$ cat config.mk
export PLATFORM = sky130hd
export DESIGN_NAME = atomic_rmw_alu_flat
export DESIGN_NICKNAME = d
export VERILOG_FILES = /design/src/sv/rmw_pkg.sv /design/src/sv/rmw_req_if.sv /design/src/sv/rmw_rsp_if.sv /design/src/sv/atomic_rmw_alu.sv /design/src/flat_wrapper.sv
export SDC_FILE = /design/constraint.sdc
export NUM_CORES = 1
export LEC_CHECK = 0
export BUFFER_PORTS_ARGS = -buffer_cell sky130_fd_sc_hd__buf_2
export CORE_MARGIN = 2
export CORE_UTILIZATION = 50
export DETAILED_ROUTE_END_ITERATION = 12
export PLACE_DENSITY = 0.69
export SYNTH_ARGS = -nofsm -noshare
export SYNTH_HDL_FRONTEND = slang
export SYNTH_SLANG_ARGS = --single-unit
$ cat constraint.sdc
create_clock -name clk -period 5.7 [get_ports clk]
set_input_delay 1.14 -clock clk [delete_from_list [all_inputs] [get_ports clk]]
set_output_delay 1.14 -clock clk [all_outputs]
set_load 0.03 [all_outputs]
$ cat src/sv/rmw_pkg.sv
`timescale 1ns / 1ps
`default_nettype none

package rmw_pkg;

    // Data path width in bytes and the largest access size the block takes
    localparam int DATA_BYTES = 8;
    localparam int MAX_BYTES  = 8;
    localparam int DATA_W     = DATA_BYTES * 8;
    localparam int SIZE_W     = 4;
    localparam int CODE_W     = 4;

    // Largest legal access size: the smaller of the limit and the data path
    localparam logic [SIZE_W-1:0] SIZE_LIMIT =
        SIZE_W'((MAX_BYTES < DATA_BYTES) ? MAX_BYTES : DATA_BYTES);

    typedef logic [DATA_W-1:0] data_t;
    typedef logic [SIZE_W-1:0] size_t;

    // Operation codes
    typedef enum logic [CODE_W-1:0] {
        OP_XCHG = 4'd0,
        OP_ADD  = 4'd1,
        OP_SUB  = 4'd2,
        OP_AND  = 4'd3,
        OP_NAND = 4'd4,
        OP_OR   = 4'd5,
        OP_XOR  = 4'd6,
        OP_MAX  = 4'd7,
        OP_MIN  = 4'd8,
        OP_UMAX = 4'd9,
        OP_UMIN = 4'd10
    } op_t;

    // Byte mask covering the low size bytes
    function automatic data_t width_mask(input size_t size);
        data_t m;
        m = '0;
        for (int i = 0; i < DATA_BYTES; i++) begin
            if (SIZE_W'(i) < size)
            begin
                m[i*8 +: 8] = 8'hff;
            end
        end
        return m;
    endfunction

    // Single bit at the top of the access width
    function automatic data_t sign_bit(input size_t size);
        data_t s;
        s = '0;
        for (int i = 0; i < DATA_BYTES; i++) begin
            if (SIZE_W'(i + 1) == size)
            begin
                s[i*8 + 7] = 1'b1;
            end
        end
        return s;
    endfunction

endpackage

`default_nettype wire

$ cat src/sv/rmw_req_if.sv
`timescale 1ns / 1ps
`default_nettype none

interface rmw_req_if;
    logic                                valid;
    logic                                ready;
    logic [rmw_pkg::CODE_W-1:0]          req_type;
    rmw_pkg::size_t                      size_bytes;
    rmw_pkg::data_t                      old_value;
    rmw_pkg::data_t                      operand_value;

    modport source (
        output valid, req_type, size_bytes, old_value, operand_value,
        input  ready
    );

    modport sink (
        input  valid, req_type, size_bytes, old_value, operand_value,
        output ready
    );
endinterface

`default_nettype wire

$ cat src/sv/rmw_rsp_if.sv
`timescale 1ns / 1ps
`default_nettype none

interface rmw_rsp_if;
    logic           valid;
    logic           ready;
    rmw_pkg::data_t new_value;
    logic           op_error;

    modport source (
        output valid, new_value, op_error,
        input  ready
    );

    modport sink (
        input  valid, new_value, op_error,
        output ready
    );
endinterface

`default_nettype wire

$ cat src/sv/atomic_rmw_alu.sv
// Atomic read-modify-write ALU.
// Request channel (req): operation code, access size in bytes, the old
// memory value and the operand. Response channel (rsp): the value to write
// back, upper bytes beyond the access size cleared, and an error flag for an
// unknown code or a size outside 1 to the byte limit (value then zero).
// Both channels use valid/ready; a request moves on a clock edge with
// both high.
// Structure: input register, one pass of ALU logic, result register.
// A request accepted at one edge enters the input register, passes the ALU and
// lands in the result register, which drives rsp; one request per cycle is sustained while rsp.ready stays high.
// When the receiver stalls, the result register holds its response and the
// input register still takes one more request; req.ready drops only when
// both registers are full and rsp.ready is low.
// Reset (rst_n low, asynchronous) empties both registers; there is no other
// state.
`timescale 1ns / 1ps
`default_nettype none

module atomic_rmw_alu (
    input  wire logic clk,
    input  wire logic rst_n,
    rmw_req_if.sink   req,
    rmw_rsp_if.source rsp
);
    import rmw_pkg::*;

    // Input stage
    logic                 in_valid_reg;
    logic [CODE_W-1:0]    code_reg;
    size_t                size_reg;
    data_t                old_reg;
    data_t                opnd_reg;

    // Result stage
    logic                 out_valid_reg;
    data_t                result_reg;
    logic                 error_reg;
    data_t                result_next;
    logic                 error_next;

    logic                 out_load;
    logic                 in_load;

    // Pipeline flow control
    assign out_load  = !out_valid_reg || rsp.ready;
    assign req.ready = !in_valid_reg || out_load;
    assign in_load   = req.valid && req.ready;

    always_ff @(posedge clk or negedge rst_n)
    begin
        if (!rst_n)
        begin
            in_valid_reg  <= 1'b0;
            out_valid_reg <= 1'b0;
        end
        else
        begin
            if (req.ready)
            begin
                in_valid_reg <= req.valid;
            end
            if (out_load)
            begin
                out_valid_reg <= in_valid_reg;
            end
        end
    end

    // Payload registers
    always_ff @(posedge clk)
    begin
        if (in_load)
        begin
            code_reg <= req.req_type;
            size_reg <= req.size_bytes;
            old_reg  <= req.old_value;
            opnd_reg <= req.operand_value;
        end
        if (out_load && in_valid_reg)
        begin
            result_reg <= result_next;
            error_reg  <= error_next;
        end
    end

    // ALU
    data_t mask;
    data_t sbit;
    data_t a;
    data_t b;
    logic  size_ok;
    logic  u_ge;
    logic  u_le;
    logic  s_ge;
    logic  s_le;
    data_t r;
    logic  bad_code;

    always_comb
    begin
        mask    = width_mask(size_reg);
        sbit    = sign_bit(size_reg);
        a       = old_reg & mask;
        b       = opnd_reg & mask;
        size_ok = (size_reg != '0) && (size_reg <= SIZE_LIMIT);
        u_ge    = a >= b;
        u_le    = a <= b;
        // flipping the sign bit lets an unsigned compare give the signed result
        s_ge    = (a ^ sbit) >= (b ^ sbit);
        s_le    = (a ^ sbit) <= (b ^ sbit);
        bad_code = 1'b0;
        case (op_t'(code_reg))
            OP_XCHG: r = b;
            OP_ADD:  r = a + b;
            OP_SUB:  r = a - b;
            OP_AND:  r = a & b;
            OP_NAND: r = ~(a & b);
            OP_OR:   r = a | b;
            OP_XOR:  r = a ^ b;
            OP_MAX:  r = s_ge ? a : b;
            OP_MIN:  r = s_le ? a : b;
            OP_UMAX: r = u_ge ? a : b;
            OP_UMIN: r = u_le ? a : b;
            default:
            begin
                r        = '0;
                bad_code = 1'b1;
            end
        endcase
        error_next  = bad_code || !size_ok;
        result_next = error_next ? '0 : (r & mask);
    end

    assign rsp.valid     = out_valid_reg;
    assign rsp.new_value = result_reg;
    assign rsp.op_error  = error_reg;

endmodule

`default_nettype wire

$ cat src/flat_wrapper.sv
// flat-port wrapper written by rule: the top's interface ports become plain ports
module atomic_rmw_alu_flat import rmw_pkg::*;
  (clk, rst_n, req_valid, req_req_type, req_size_bytes, req_old_value, req_operand_value, req_ready, rsp_valid, rsp_new_value, rsp_op_error, rsp_ready);
  rmw_req_if req_i ();
  rmw_rsp_if rsp_i ();
  input  wire logic clk;
  input  wire logic rst_n;
  input wire logic [$bits(req_i.valid)-1:0] req_valid;
  input wire logic [$bits(req_i.req_type)-1:0] req_req_type;
  input wire logic [$bits(req_i.size_bytes)-1:0] req_size_bytes;
  input wire logic [$bits(req_i.old_value)-1:0] req_old_value;
  input wire logic [$bits(req_i.operand_value)-1:0] req_operand_value;
  output wire logic [$bits(req_i.ready)-1:0] req_ready;
  output wire logic [$bits(rsp_i.valid)-1:0] rsp_valid;
  output wire logic [$bits(rsp_i.new_value)-1:0] rsp_new_value;
  output wire logic [$bits(rsp_i.op_error)-1:0] rsp_op_error;
  input wire logic [$bits(rsp_i.ready)-1:0] rsp_ready;
  assign req_i.valid = req_valid;
  assign req_i.req_type = req_req_type;
  assign req_i.size_bytes = req_size_bytes;
  assign req_i.old_value = req_old_value;
  assign req_i.operand_value = req_operand_value;
  assign req_ready = req_i.ready;
  assign rsp_valid = rsp_i.valid;
  assign rsp_new_value = rsp_i.new_value;
  assign rsp_op_error = rsp_i.op_error;
  assign rsp_i.ready = rsp_ready;
  atomic_rmw_alu u_core (.clk(clk), .rst_n(rst_n), .req(req_i), .rsp(rsp_i));
endmodule
==> out/metrics.csv, run 1 <==
metric,value,unit
minimum clock period,5.61,ns
Sequential Area,6090,um^2
Crit. Startpoint,u_core.size_reg[3],
layout cell share with drive strength beyond 1,16.5,%
Num CTS Buffers,25,
Max VDD drop,0.266,mV
syn avg cell area,8.01,um^2
DP Wirelength,68300,um
synth unique cells,100,
Max Slew Vio Count,0,
setup TNS,0,ns
first-pass GRT wire length,135000,um
post-route clock period utilization,98.5,%
startpoint types,register,
Fill cells,3796,
CP required,6.01,ns
Ys Warns,0,
Min-Delay Path Class,primary input to async pin,
"Cell Count, Final, Fillers Out",3365,
final WL,90700,um
number of flops mapped to enable cells by yosys,201,
total global routing overflow,0,
CTS sink cnt,203,
most common cell in the netlist,nand2_1,
status,completed,
initial antenna violation count,1,
"critical path, cell by cell",buf_12 > or2_2 > nand2_1 > ha_1 > buf_4 > nand2_1 > nor3b_1 > o31ai_1 > a2111o_1 > a32o_1 > a21oi_1 > nand3_1 > nor2b_1 > xnor2_1 > a221oi_1 > a31oi_1,
final-report hold violation count,0,
vias per cell,6.89,
Reg-to-Reg Start,u_core.size_reg[3],
type of the worst setup path,register to register,
Routability Congestion,1.04,
clk_skew,0.0172,ns
# setup viols final,0,
Final ANT Viol Nets,0,
die width,208,um
Via Count,23200,
Post-CTS Setup Repair Bufs,0,
clock latency on the worst-skew pair,0.59,ns
R2R cell count,16,
H-tree Lvls,1,
DR pass1 iterations,7,
top post-synthesis cells by area,"edfxtp_1, ha_1, nand2_1",
fmax,178,MHz
CP most frequent cell,nand2_1,
core area,40900,um^2
number of global-route vias before repair,22000,
Slew HR,7.77,%
post-synthesis sequential area ratio,29.3,%
"Reg clk slew, reported paths",0.07,ns
Worst-Margin Slew,1.38,ns
Iteration-0 DRC Markers,3248,
Crit. End Element,register,
cells after synthesis,2595,
die height,208,um
CTS max path bufs,3,
Resized cells post-CTS,0,
leakage power,9.72,nW
DRC errors left,0,
CP max stage delay,0.57,ns
pin count of the biggest net entering global routing,79,
Levels on crit path,16,
power per cell area,248,nW/um^2
IO buf count,206,
post-synth top area share,29.0,%
Synth area leader,edfxtp_1,
area delta synth->final,14.8,%
Cells after DPL,3318,
Arrival @ worst endpoint,5.92,ns
Multi-input gate area,13500,um^2
crit-path leading delay family,simple AND/OR/NAND/NOR gates,
Worst Path Buf+Inv,2,
total die area,43200,um^2
Max-Cap Viols,0,
post-synthesis async set-or-reset flop share,0.985,%
#FFs+latches synth,203,
Post-synth top cells,"nand2_1, a21oi_1, edfxtp_1",
root buffer cell,clkbuf_16,
routed length per placed instance,27.0,um
nets,3106,
RSZ-0062 raised after global routing,false,
Synth Flop Type,edfxtp_1,
"Max FO, Critical Path",23,
Post-Syn Nets,2888,
CTS tree,yes,
IO Pins,207,
initial core utilization,50.8,%
Total Routing Usage GR,40.3,%
# rows,74,
slowest CP cell,edfxtp_1,
hold_buf cts,0,
Total Power,5.90,mW
mapped cell area,20800,um^2
==> placed cells by master (no fill, tap or decap), types with 20 or more instances in the layout <==
master	n
ha_1	151
a21o_1	24
o21bai_1	22
or2_2	20
a31oi_1	71
nand3_1	50
o221ai_1	64
nor2_1	195
nand2b_1	25
nor2b_1	33
nor3_1	51
a221oi_1	41
clkbuf_16	25
edfxtp_1	201
o211ai_1	23
and2_1	56
buf_4	126
o22ai_1	34
a22oi_1	34
xor2_1	22
o21ai_0	151
xnor2_1	52
a21oi_1	235
inv_1	164
a211oi_1	44
buf_2	206
nand2_1	328
==> routing by layer <==
layer | wire length (um) | vias up | track usage (%) | part of all wire [%]
met2 | 38100 | 1675 | 59.9 | 42
met3 | 11400 | 301 | 8.58 | 13
met1 | 37200 | 11000 | 57.3 | 41
li1 | - | 10200 | - | -
met4 | 4000 | 0 | 15.6 | 4.4
met5 | 0 | - | 0 | 0
==> where the power goes <==
part / switching [mW] / total [mW] / internal, mW
Clock: 0.700 / 1.65 / 0.953
Sequential: 0.0837 / 1.86 / 1.78
Combinational: 1.58 / 2.39 / 0.803
Total: 2.37 / 5.90 / 3.54
==> metrics by stage <==
stage          cell area, um^2  utilization, %  setup slack [ns]  hold slack (ns)
2_1_floorplan            20800               -             0.550            0.449
3_3_place_gp             23000            56.2             0.382            0.469
3_5_place_dp             23000            56.2             0.338            0.493
4_1_cts                  23800            58.2             0.332            0.315
5_1_grt                  23800            58.3            0.0135            0.325
6_report                 23800            58.3            0.0859            0.335
==> worst paths after layout <==
path | end | slack [ns]
max in group asynchronous | u_core.rsp.valid | 5.27
min in group clk | u_core.rsp.valid | 0.51
worst max-delay path | u_core.rsp.new_value[53] | 0.09
worst min register to register | u_core.rsp.valid | 0.51
worst min-delay path | u_core.in_valid_reg | 0.34
worst max register to register | u_core.rsp.new_value[53] | 0.09
==> layout make-up <==
class	count	share of cell area [%]
multi-input combinational	2077	56.6
inverter	166	2.61
tap	532	2.79
antenna	1	0.0105
clock inverter	18	0.840
timing repair buffer	340	8.96
sequential	203	25.5
clock buffer	28	2.67
==> logic make-up (layout without fill, tap and decap cells) <==
logic type	after synthesis	after routing	synth area share, %
fa+ha+maj	153	153	9.29
compound gates	945	945	30.8
other cells	0	1	0
simple gates	893	893	20.8
flops	203	203	29.3
mux	12	12	0.620
xor+xnor	74	74	3.12
buf+inv	315	552	6.09
No activity file was read; power rests on OpenSTA's default activity.
==> run 2, diff against run 1 <==
Settings changed: CELL_PAD_IN_SITES_DETAIL_PLACEMENT set to 0, CELL_PAD_IN_SITES_GLOBAL_PLACEMENT set to 1, CORE_UTILIZATION 50 to 46, PLACE_DENSITY 0.69 to not set, PLACE_DENSITY_LB_ADDON set to 0.1.
==> out/metrics.csv, run 2 (synthesis results as in run 1) <==
metric,value,unit
IO Pins,207,
"Reg clk slew, reported paths",0.06,ns
routed length per placed instance,26.3,um
IO buf count,206,
number of global-route vias before repair,21600,
final WL,90300,um
CTS sink cnt,203,
Max VDD drop,0.277,mV
# setup viols final,0,
layout cell share with drive strength beyond 1,16.6,%
fmax,184,MHz
RSZ-0062 raised after global routing,false,
hold_buf cts,0,
CTS max path bufs,3,
most frequent cells in the layout,"nand2_1, a21oi_1, buf_2, edfxtp_1, nor2_1",
H-tree Lvls,1,
clk_skew,0.0337,ns
Max Slew Vio Count,0,
Crit. Startpoint,u_core.size_reg[2],
CP most frequent cell,a21oi_1,
status,completed,
pin count of the biggest net entering global routing,86,
Iteration-0 DRC Markers,3166,
area delta synth->final,14.9,%
Multi-input gate area,13500,um^2
nets,3110,
setup TNS,0,ns
Via Count,22800,
DP Wirelength,68300,um
# rows,77,
Final ANT Viol Nets,0,
slowest CP cell,or4_4,
instance area at placement,23100,um^2
total global routing overflow,0,
Total Routing Usage GR,37.3,%
Reg-to-Reg Start,u_core.size_reg[2],
DRC errors left,0,
Worst Path Buf+Inv,1,
total die area,46900,um^2
Arrival @ worst endpoint,5.75,ns
Max-Cap Viols,0,
type of the worst setup path,register to register,
vias per cell,6.65,
startpoint types,register,
leakage power,9.73,nW
initial core utilization,46.8,%
initial antenna violation count,0,
CTS tree,yes,
R2R cell count,15,
Crit. End Element,register,
final setup margin,0.260,ns
core area,44400,um^2
reg-to-reg endpoint,u_core.rsp.new_value[57],
Num CTS Buffers,26,
"commonest non-fill, non-tap cell in the layout",nand2_1,
root buffer cell,clkbuf_16,
"Max FO, Critical Path",29,
Antenna diodes,0,
Sequential Area,6090,um^2
CP required,6.01,ns
Worst-Margin Slew,1.21,ns
CP max stage delay,0.73,ns
final-report hold violation count,0,
post-route clock period utilization,95.4,%
minimum clock period,5.44,ns
die height,217,um
DP Worst Slack,0.278,ns
clock latency on the worst-skew pair,0.59,ns
"critical path, cell by cell",buf_12 > or4_4 > and2_1 > ha_1 > nor2b_1 > o2bb2a_1 > o21ai_0 > and2_1 > o21ai_1 > a311oi_2 > a21oi_1 > a21oi_1 > mux2i_1 > nor3_1 > a21oi_1,
"reg-to-reg slack, setup",0.26,ns
final instance area,23900,um^2
first-pass GRT wire length,134000,um
Fill cells,4280,
DR pass1 iterations,8,
power per cell area,243,nW/um^2
die width,217,um
Min-Delay Path Class,primary input to async pin,
Post-CTS Setup Repair Bufs,0,
Routability Congestion,1.04,
Total Power,5.81,mW
crit-path leading delay family,compound AO/OA/AOI/OAI gates,
Slew HR,19.0,%
[run 2: routing by layer]
metal  up-vias  part of all wire [%]  wire [um]  track usage [%]
met1     10900                    44      39300             54.5
met4         0                   3.6       3210             12.6
met3       217                    11      10100             6.74
met5         -                     0          0                0
li1      10200                     -          -                -
met2      1440                    42      37700             55.3
[run 2: layout make-up]
cell class | count | area share (%)
well taps | 592 | 3.10
multi-input cells | 2077 | 56.5
clock buffers | 32 | 2.82
inverters | 166 | 2.61
clock inverters | 14 | 0.461
repair buffers | 343 | 8.99
flip-flops and latches | 203 | 25.5
[run 2: what timing repair did]
item                                    CTS  global route
endpoints found under the hold margin     0             0
endpoints found under the setup margin    0            16
gates resized for setup                   0             6
[run 2: how the worst max path moves through the flow]
stage	slack, ns	to	cells after the start
finish	0.26	u_core.rsp.new_value[57]	15
global placement	0.35	u_core.rsp.new_value[52]	16
floorplan	0.55	u_core.code_reg[0]	2
CTS	0.23	u_core.rsp.new_value[60]	16
global route	0.03	u_core.rsp.new_value[47]	18
detailed placement	0.28	u_core.rsp.new_value[60]	16
[run 2: power breakdown]
group / total, mW / switching (mW) / internal, mW
registers: 1.86 / 0.0826 / 1.78
logic: 2.39 / 1.58 / 0.812
clock network: 1.56 / 0.682 / 0.881
[run 2: stage by stage]
step / hold slack, ns / utilization [%] / cells
floorplan: 0.449 / - / 2595
global placement: 0.468 / 52.0 / 3381
detailed placement: 0.485 / 52.0 / 3381
CTS: 0.309 / 53.7 / 3427
global route: 0.319 / 53.8 / 3427
finish: 0.332 / 53.8 / 3427
[run 2: worst register-to-register path, delay by kind of cell (launching register included)]
family	cells	cell delay (ns)
adders and majority gates	1	0.33
buffers and inverters	1	0.19
AOI/OAI and AO/OA	7	2.21
and+or+nand+nor	5	1.88
muxes	1	0.15
DFF	1	0.41
